## src/rlcp_pkg.sv

```systemverilog
// ----------------------------------------------------------------------------
// RGB LED command packet parser package
// Shared types and constants for the packet parser and its checker.
// ----------------------------------------------------------------------------
package rlcp_pkg;

	localparam int COLOR_BYTES_DEF = 3;
	localparam int CFG_IDX_W       = 3;

	// Configuration register indexes
	localparam logic [CFG_IDX_W-1:0] REG_COLOR_HDR   = 3'd0;
	localparam logic [CFG_IDX_W-1:0] REG_TIMEOUT_HDR = 3'd1;
	localparam logic [CFG_IDX_W-1:0] REG_TAIL        = 3'd2;
	localparam logic [CFG_IDX_W-1:0] REG_MIN_LIMIT   = 3'd3;
	localparam logic [CFG_IDX_W-1:0] REG_MAX_LIMIT   = 3'd4;

	// Register reset values
	localparam logic [7:0] COLOR_HDR_RST   = 8'd160;
	localparam logic [7:0] TIMEOUT_HDR_RST = 8'd161;
	localparam logic [7:0] TAIL_RST        = 8'd192;
	localparam logic [7:0] MIN_LIMIT_RST   = 8'd1;
	localparam logic [7:0] MAX_LIMIT_RST   = 8'd20;
	localparam logic [7:0] LIMIT_RST       = 8'd5;

	localparam logic [7:0] VERSION_BYTE = 8'h76;

	localparam logic CMD_BYTE = 1'b0;
	localparam logic CMD_TICK = 1'b1;

	typedef enum logic [3:0] {
		EV_NONE          = 4'd0,
		EV_BYTE_TAKEN    = 4'd1,
		EV_VERSION       = 4'd2,
		EV_BAD_HEADER    = 4'd3,
		EV_TIMED_OUT     = 4'd4,
		EV_LIMIT_RANGE   = 4'd5,
		EV_BAD_TAIL      = 4'd6,
		EV_COLOR_APPLIED = 4'd7,
		EV_LIMIT_APPLIED = 4'd8
	} event_t;

	typedef struct packed {
		logic       command;
		logic [7:0] byte_value;
	} item_t;

	typedef struct packed {
		event_t     event_code;
		logic [7:0] red_level;
		logic [7:0] green_level;
		logic [7:0] blue_level;
		logic [7:0] limit_now;
	} result_t;

endpackage

```

## src/rgb_led_command_packet_parser.sv

```systemverilog
// ----------------------------------------------------------------------------
// RGB LED command packet parser
// Parses header, color or timeout payload and tail bytes; counts second ticks.
// ----------------------------------------------------------------------------
// Each item transfer writes its result into the output register. Throughput:
// one item per cycle unless a stalled result drops item_ready; the state update
// and result are one level of logic between the input handshake and the result
// register. Reset: arst_n clears phase, counters, applied color and limit (5 s)
// and the configuration registers to their defaults; no clearing pass is needed.
module rgb_led_command_packet_parser #(
	parameter int COLOR_BYTES = rlcp_pkg::COLOR_BYTES_DEF
) (
	input  logic                           clk,
	input  logic                           arst_n,
	input  logic                           item_valid,
	output logic                           item_ready,
	input  rlcp_pkg::item_t                item,
	output logic                           result_valid,
	input  logic                           result_ready,
	output rlcp_pkg::result_t              result,
	input  logic                           cfg_wen,
	input  logic [rlcp_pkg::CFG_IDX_W-1:0] cfg_index,
	input  logic [7:0]                     cfg_wdata
);
	import rlcp_pkg::*;

	localparam int IdxW = (COLOR_BYTES > 1) ? $clog2(COLOR_BYTES) : 1;
	localparam logic [IdxW-1:0] LastIdx = IdxW'(COLOR_BYTES - 1);

	typedef enum logic [1:0] {
		PH_IDLE  = 2'd0,
		PH_COLOR = 2'd1,
		PH_LIMIT = 2'd2,
		PH_TAIL  = 2'd3
	} phase_t;

	logic [7:0] color_hdr_q, timeout_hdr_q, tail_q, min_limit_q, max_limit_q;

	phase_t          phase_q, phase_d;
	logic            tail_kind_q, tail_kind_d;
	logic [IdxW-1:0] byte_idx_q, byte_idx_d;
	logic [7:0]      second_cnt_q, second_cnt_d;
	logic [7:0]      limit_q, limit_d;
	logic [7:0]      applied_q [COLOR_BYTES];
	logic            apply_color;
	logic [7:0]      pending_color_q [COLOR_BYTES];
	logic [7:0]      pending_limit_q;
	logic            write_color, write_limit;
	event_t          ev_d;
	logic [7:0]      tick_cnt;
	logic [7:0]      level_d [3];
	logic            take;

	assign take       = item_valid && item_ready;
	assign item_ready = !result_valid || result_ready;
	assign tick_cnt   = second_cnt_q + 8'd1;

	always_comb begin
		phase_d      = phase_q;
		tail_kind_d  = tail_kind_q;
		byte_idx_d   = byte_idx_q;
		second_cnt_d = second_cnt_q;
		limit_d      = limit_q;
		apply_color  = 1'b0;
		write_color  = 1'b0;
		write_limit  = 1'b0;
		ev_d         = EV_NONE;
		if (item.command == CMD_TICK) begin
			if (phase_q != PH_IDLE) begin
				second_cnt_d = tick_cnt;
				if (tick_cnt == limit_q) begin
					phase_d    = PH_IDLE;
					byte_idx_d = '0;
					ev_d       = EV_TIMED_OUT;
				end
			end
		end else begin
			ev_d = EV_BYTE_TAKEN;
			case (phase_q)
				PH_IDLE: begin
					// Color header wins over timeout header, both over the version byte.
					if (item.byte_value == color_hdr_q) begin
						phase_d      = PH_COLOR;
						byte_idx_d   = '0;
						second_cnt_d = '0;
					end else if (item.byte_value == timeout_hdr_q) begin
						phase_d      = PH_LIMIT;
						byte_idx_d   = '0;
						second_cnt_d = '0;
					end else if (item.byte_value == VERSION_BYTE) begin
						ev_d = EV_VERSION;
					end else begin
						ev_d = EV_BAD_HEADER;
					end
				end
				PH_COLOR: begin
					write_color = 1'b1;
					if (byte_idx_q == LastIdx) begin
						byte_idx_d  = '0;
						tail_kind_d = 1'b0;
						phase_d     = PH_TAIL;
					end else begin
						byte_idx_d = byte_idx_q + IdxW'(1);
					end
				end
				PH_LIMIT: begin
					write_limit = 1'b1;
					if (item.byte_value >= min_limit_q && item.byte_value <= max_limit_q) begin
						tail_kind_d = 1'b1;
						phase_d     = PH_TAIL;
					end else begin
						phase_d    = PH_IDLE;
						byte_idx_d = '0;
						ev_d       = EV_LIMIT_RANGE;
					end
				end
				default: begin
					if (item.byte_value == tail_q) begin
						if (!tail_kind_q) begin
							apply_color = 1'b1;
							ev_d        = EV_COLOR_APPLIED;
						end else begin
							limit_d = pending_limit_q;
							ev_d    = EV_LIMIT_APPLIED;
						end
					end else begin
						ev_d = EV_BAD_TAIL;
					end
					phase_d    = PH_IDLE;
					byte_idx_d = '0;
				end
			endcase
		end
	end

	// Result levels follow the color in force after this transfer.
	for (genvar i = 0; i < 3; i++) begin : g_level
		if (i < COLOR_BYTES) begin : g_used
			assign level_d[i] = apply_color ? pending_color_q[i] : applied_q[i];
		end else begin : g_unused
			assign level_d[i] = '0;
		end
	end

	always_ff @(posedge clk or negedge arst_n) begin
		if (!arst_n) begin
			color_hdr_q   <= COLOR_HDR_RST;
			timeout_hdr_q <= TIMEOUT_HDR_RST;
			tail_q        <= TAIL_RST;
			min_limit_q   <= MIN_LIMIT_RST;
			max_limit_q   <= MAX_LIMIT_RST;
			phase_q       <= PH_IDLE;
			tail_kind_q   <= 1'b0;
			byte_idx_q    <= '0;
			second_cnt_q  <= '0;
			limit_q       <= LIMIT_RST;
			for (int i = 0; i < COLOR_BYTES; i++) begin
				applied_q[i] <= '0;
			end
			result_valid  <= 1'b0;
		end else begin
			if (cfg_wen) begin
				case (cfg_index)
					REG_COLOR_HDR:   color_hdr_q   <= cfg_wdata;
					REG_TIMEOUT_HDR: timeout_hdr_q <= cfg_wdata;
					REG_TAIL:        tail_q        <= cfg_wdata;
					REG_MIN_LIMIT:   min_limit_q   <= cfg_wdata;
					REG_MAX_LIMIT:   max_limit_q   <= cfg_wdata;
					default: ;
				endcase
			end
			if (take) begin
				phase_q      <= phase_d;
				tail_kind_q  <= tail_kind_d;
				byte_idx_q   <= byte_idx_d;
				second_cnt_q <= second_cnt_d;
				limit_q      <= limit_d;
				if (apply_color) begin
					for (int i = 0; i < COLOR_BYTES; i++) begin
						applied_q[i] <= pending_color_q[i];
					end
				end
				result_valid <= 1'b1;
			end else if (result_ready) begin
				result_valid <= 1'b0;
			end
		end
	end

	// Payload registers: pending store and result, no reset needed.
	always_ff @(posedge clk) begin
		if (take) begin
			if (write_color) begin
				pending_color_q[byte_idx_q] <= item.byte_value;
			end
			if (write_limit) begin
				pending_limit_q <= item.byte_value;
			end
			result.event_code  <= ev_d;
			result.red_level   <= level_d[0];
			result.green_level <= level_d[1];
			result.blue_level  <= level_d[2];
			result.limit_now   <= limit_d;
		end
	end

endmodule

```

## config.mk

```make
export PLATFORM = sky130hd
export DESIGN_NAME = rgb_led_command_packet_parser
export DESIGN_NICKNAME = d
export VERILOG_FILES = /design/src/rlcp_pkg.sv /design/src/rgb_led_command_packet_parser.sv
export SDC_FILE = /design/constraint.sdc
export NUM_CORES = 1
export LEC_CHECK = 0
export BUFFER_PORTS_ARGS = -buffer_cell sky130_fd_sc_hd__buf_2
export CAP_MARGIN = 0
export CORE_AREA = 4 4 115 117
export DETAILED_ROUTE_END_ITERATION = 6
export DIE_AREA = 0 0 119 121
export PLACE_DENSITY = 0.87
export SLEW_MARGIN = 20
export SYNTH_ARGS = -nofsm -noshare
export SYNTH_HDL_FRONTEND = slang
export SYNTH_SLANG_ARGS = --single-unit
```

## constraint.sdc

```tcl
create_clock -name clk -period 2.5 [get_ports clk]
set_input_delay 0.25 -clock clk [delete_from_list [all_inputs] [get_ports clk]]
set_output_delay 0.25 -clock clk [all_outputs]
set_load 0.03 [all_outputs]
```

; Word-level counts from Yosys, hierarchy flattened
; Memories as Yosys holds them, arrays and structs flattened.
; Index checks and enable logic that the tools add are counted.
[classes]
n_addsub = 2
mul = 0
div = 0
magnitude_cmp = 2
eq_ne = 19
shift = 0
mux = 52
n_bitwise = 1
reduce_logical = 23
[ops]
columns = op, n
row1 = $mux W8, 12
row2 = $eq A8 B8 Y1, 4
row3 = $mux W2, 14
row4 = $mux W1, 16
row5 = $reduce_and A5 Y1, 3
row6 = $reduce_and A2 Y1, 7
row7 = $mux W4, 3
row8 = $pmux W2 S3, 2
row9 = $pmux W4 S3, 1
row10 = $mux W3, 3
row11 = $add A8 B1 Y8 const B, 1
row12 = $eq A8 B7 Y1 const B, 1
row13 = $ge A8 B8 Y1, 1
row14 = $le A8 B8 Y1, 1
row15 = $reduce_bool A2 Y1, 4
row16 = $eq A3 B2 Y1 const B, 2
row17 = $ne A3 B3 Y1 const B, 2
row18 = $eq A2 B2 Y1 const B, 2
row19 = $ne A2 B1 Y1 const B, 2
row20 = $ne A2 B2 Y1 const B, 2
row21 = $ne A4 B4 Y1 const B, 1
row22 = $reduce_and A4 Y1, 1
row23 = $eq A3 B1 Y1 const B, 1
row24 = $eq A3 B3 Y1 const B, 1
row25 = other kinds (11), 12
[totals]
register_bits = 130
latch_bits = 0
ram_bits = 24
romBits = 0
output_inout_bits = 38
wordCells = 120
n_memories = 1
[memory_table]
columns = memory, depth, width, read_ports, rd_clocked_by_memory_dff, write_ports, line_no
row1 = pending_color_q, 3, 8, 3, 0, 1, rgb_led_command_packet_parser.sv:46  ; logic [7:0] pending_color_q [COLOR_BYTES];

; Depth between registers and ports, before layout
[logic_depth]
word_depth = 6
depth_mapped = 9
ltp_nobuf = 8

; Worst setup path after synthesis
; OpenSTA, ideal clock, no wires.
[synth_timing]
kind = register to register
start = register result_valid
end = register limit_q[1]
arrival_time_ns = 2.372
path_slack_ns = 0.003
path_stages_with_launch = 7
n_path_buf = 1
period_less_slack_ns = 2.497
path_cell_list = dfrtp_1 > nand2b_1 > nand2_1 > inv_1 > buf_2 > nand4_1 > mux2_2
[synth_via]
elab_chain_cells = 3
[synth_lines]
columns = item, line_no
row1 = "start, declared", rgb_led_command_packet_parser.sv:18  ; output logic result_valid,
row2 = "start signal, assigned", rgb_led_command_packet_parser.sv:160  ; result_valid <= 1'b0;
row3 = "start signal, assigned", rgb_led_command_packet_parser.sv:183  ; result_valid <= 1'b1;
row4 = "start signal, assigned", rgb_led_command_packet_parser.sv:185  ; result_valid <= 1'b0;
row5 = $logic_not A1 Y1, rgb_led_command_packet_parser.sv:55  ; assign item_ready = !result_valid || result_ready;
row6 = $logic_or A1 B1 Y1, rgb_led_command_packet_parser.sv:55
row7 = named net item_ready, rgb_led_command_packet_parser.sv:16  ; output logic item_ready,
row8 = $logic_and A1 B1 Y1, rgb_led_command_packet_parser.sv:54  ; assign take = item_valid && item_ready;
row9 = named net take, rgb_led_command_packet_parser.sv:52  ; logic take;
row10 = "end signal, assigned", rgb_led_command_packet_parser.sv:177  ; limit_q <= limit_d;
row11 = "end, declared", rgb_led_command_packet_parser.sv:43  ; logic [7:0] limit_q, limit_d;
; The timed path passes the listed nets, and every way through them passes these cells.
; A chain may end at the register's enable or synchronous reset.

; Worst setup path after layout
[layout_timing]
start = register max_limit_q[4]
end = register result[34] (netlist bit) (data pin)
[layout_via]
elab_chain_cells = 5
[layout_lines]
columns = item, line_no
row1 = "start, declared", rgb_led_command_packet_parser.sv:37  ; logic [7:0] color_hdr_q, timeout_hdr_q, tail_q, min_limit_q, max_limit_q;
row2 = "start signal, assigned", rgb_led_command_packet_parser.sv:168  ; REG_MAX_LIMIT: max_limit_q <= cfg_wdata;
row3 = $le A8 B8 Y1, rgb_led_command_packet_parser.sv:108  ; if (item.byte_value >= min_limit_q && item.byte_value <= max_limit_q) begin
row4 = $logic_and A1 B1 Y1, rgb_led_command_packet_parser.sv:108
row5 = $mux W3, rgb_led_command_packet_parser.sv:108
row6 = $pmux W4 S3, rgb_led_command_packet_parser.sv:79  ; case (phase_q)
row7 = $mux W4, rgb_led_command_packet_parser.sv:68  ; if (item.command == CMD_TICK) begin
row8 = named net ev_d[2], rgb_led_command_packet_parser.sv:49  ; event_t ev_d;
row9 = "end, declared", rgb_led_command_packet_parser.sv:20  ; output rlcp_pkg::result_t result,
; The timed path passes the listed nets, and every way through them passes these cells.

==> impl_metrics.tcl <==
set metrics [dict create \
    powerDensity_nw_per_um2 819 \
    cts.clk_slew.worst_paths_ns 0.06 \
    overflow 0 \
    synth-compound-area-share_pct 5.87 \
    min_period_ns 2.38 \
    fin_tns_setup_ns 0 \
    synth-async-reset-ratio_pct 55.8 \
    grtUsageTotal_pct 23.5 \
    synth_edf_count 68 \
    worst_pin_slew_ns 0.698 \
    grt_antenna_before_repair 0 \
    busiest_layer "met2" \
    yosysWarningCount 0 \
    max_freq_ghz 0.421 \
    num_rows 41 \
    grt_max_degree 62 \
    hold_viol 0 \
    fin_crit_sh_pct 95.1 \
    die-area_um2 14400 \
    die_h_um 121 \
    vias_per_cell 5.85 \
    final_cell_mix "mux2_2, dfrtp_1, edfxtp_1, buf_2, nand2_1" \
    r2r_slack_ns 0.12 \
    wl_um 16100 \
    final_area_um2 8280 \
    synth-xor-area-share_pct 4.21 \
    diodes 0 \
    fin_util_pct 67.0 \
    multiInputGateArea_um2 2660 \
    synth_top_family_by_area "multiplexers" \
    grt_pass1_wl_um 25600 \
    cts_tree "done" \
    grt_use_met1_pct 28.4 \
    synth_cells 514 \
    first_pass_iters 5 \
    swShare_pct 28.4 \
    muxShareOfSynthArea_pct 15.8 \
    reg2regPathDepth 8 \
    reg2reg_to "result[34]$_DFFE_PP_" \
    synth_nets 560 \
    placed_area_um2 7720 \
    whs_endpoint "result_valid$_DFFE_PN0P_" \
    drtAntennaViolNets 0 \
    cts-root-buf "clkbuf_16" \
    hpwlAfterDp_um 11100 \
    p_leak_nw 3.57 \
    dr.first_iter.drc_count 406 \
    worst_clock_skew_ns 0.0106 \
    status "finished clean" \
    power_w 0.00678 \
    area_delta_synth_final_pct 17.4 \
    holdCritPathClass "in -> reg" \
    synth-simple-area-share_pct 8.18 \
    combPwrFrac_pct 18.7 \
    max_cap_viol_count 0 \
    crit_type "reg -> reg" \
    post-route-drc-count 0 \
    num_io_pins 63 \
    slew_headroom_pct 53.3 \
    ys_seq_area_share_pct 59.7 \
    gp_congestion 0.889 \
    rsz0062_at_grt "false" \
    finalMaxSlewViolations 0 \
    coreArea_um2 12400 \
    post-cts-setup-buffer-count 0 \
    fill_cells 832 \
    clk_latency_ns 0.43 \
    numClockSinks 154 \
    wire_per_inst_um 20.4 \
    avgSynthCellArea_um2 13.7 \
    worstSetupEndpointType "register" \
    required_ns 2.69 \
    clkPwrFrac_pct 35.2 \
    nets 652 \
    synth_seq_cells 154 \
    clockBufferDepth 2 \
    holdPathStages 2 \
    internal_power_w 0.00485 \
    first_global_vias 4901 \
    grt.met3_usage_pct 6.62 \
    layout_commonest_cell "mux2_2" \
    vias 4620 \
    seqCellArea_um2 4210 \
    p_switching_w 0.00193 \
    die_x_um 119 \
    start_util_pct 57.0 \
    htree_levels 4 \
    reg2reg_from "max_limit_q[4]$_DFFE_PN1P_" \
    seqPwrFrac_pct 46.1 \
    ys.flop_type "dfrtp_1" \
    drive_gt1_share_pct 38.5 \
    synth-adder-area-share_pct 3.73 \
    setup_violations 0 \
    worstPathMaxFanout 3 \
    ir_drop_v 0.000539 \
    whs_ns 0.0336 \
    numCtsBuffers 17 \
    syn_area_um2 7050 \
    synth_cell_type_count 57 \
    min_from "item_valid" \
    start_kind "register" \
    use_met2_pct 39.1 \
    arrival_ns 2.56 \
    io_buffers 62 \
]
## worst max-delay path by stage
stage | startpoint | endpoint | slack, ns | depth (start not counted)
floorplan | result_valid$_DFFE_PN0P_ | limit_q[1]$_DFFE_PN0P_ | 0.003 | 6
global placement | item[0] | phase_q[0]$_DFFE_PN0P_ | 0.21 | 9
detailed placement | item[0] | phase_q[0]$_DFFE_PN0P_ | 0.12 | 9
CTS | max_limit_q[4]$_DFFE_PN1P_ | result[34]$_DFFE_PP_ | 0.15 | 8
global route | second_cnt_q[0]$_DFFE_PN0P_ | byte_idx_q[0]$_DFFE_PN0P_ | 0.01 | 7
finish | max_limit_q[4]$_DFFE_PN1P_ | result[34]$_DFFE_PP_ | 0.12 | 8
## cell usage after synthesis, types with 11 or more instances
master | count | share of area, %
dfrtp_1 | 74 | 26
o21ai_0 | 11 | 0.78
nor3_1 | 11 | 0.78
mux2_2 | 98 | 16
xnor2_1 | 12 | 1.5
xor2_1 | 20 | 2.5
o211ai_1 | 12 | 1.3
dfstp_2 | 12 | 4.5
nand3_1 | 17 | 1.2
ha_1 | 21 | 3.7
nor2_1 | 14 | 0.75
nand2_1 | 29 | 1.5
inv_1 | 26 | 1.4
edfxtp_1 | 68 | 29
## state kept, by name, indices dropped and copies added, names as in the netlist
signal	flops
result	36
applied_q	24
pending_color_q	24
color_hdr_q	8
limit_q	8
max_limit_q	8
min_limit_q	8
pending_limit_q	8
second_cnt_q	8
tail_q	8
timeout_hdr_q	8
byte_idx_q	2
phase_q	2
result_valid	1
tail_kind_q	1
## power groups by stage
stage	sequential [W]	clock [W]	combinational (W)
after floorplan	0.00316	0	0.000824
after global placement	0.00315	0	0.00116
after detailed placement	0.00317	0	0.00124
after CTS	0.00312	0.00242	0.00126
after global routing	0.00315	0.00254	0.00139
final	0.00313	0.00239	0.00127
## critical path, cell delays in order, from the launching register on
cell and delay, ns:
dfstp_2 0.52, inv_1 0.05, ha_1 0.27, nand4_1 0.13, nor2_1 0.21, a21oi_1 0.12
or3_1 0.43, a21o_1 0.20, a21o_2 0.20
## timing repair
action,CTS,global route
resized for setup,0,0
hold buffers,1,0
hold endpoints to repair,24,0
## cells by family after synthesis
group / after synthesis
mux: 99
xor+xnor: 33
buf+inv: 43
flops: 154
simple gates: 109
fa+ha+maj: 21
compound gates: 55
## final cells by class
| type | instances | area share, % |
|---|---|---|
| flip-flops and latches | 154 | 50.8 |
| clock buffers | 20 | 5.40 |
| well taps | 172 | 2.60 |
| inverters | 27 | 1.22 |
| multi-input cells | 317 | 32.2 |
| clock inverters | 11 | 1.21 |
| repair buffers | 89 | 6.56 |
## through the flow
step                cells  setup WS, ns
floorplan             514       0.00335
global placement      758         0.211
detailed placement    758         0.122
CTS                   790         0.154
global route          790        0.0104
finish                790         0.122
## routing by layer
metal | share of wire (%) | up-vias
met1 | 39 | 2297
met2 | 51 | 203
met4 | 3.0 | 0
met3 | 7.0 | 48
li1 | - | 2072
met5 | 0 | -
(Power assumes the default switching activity.)
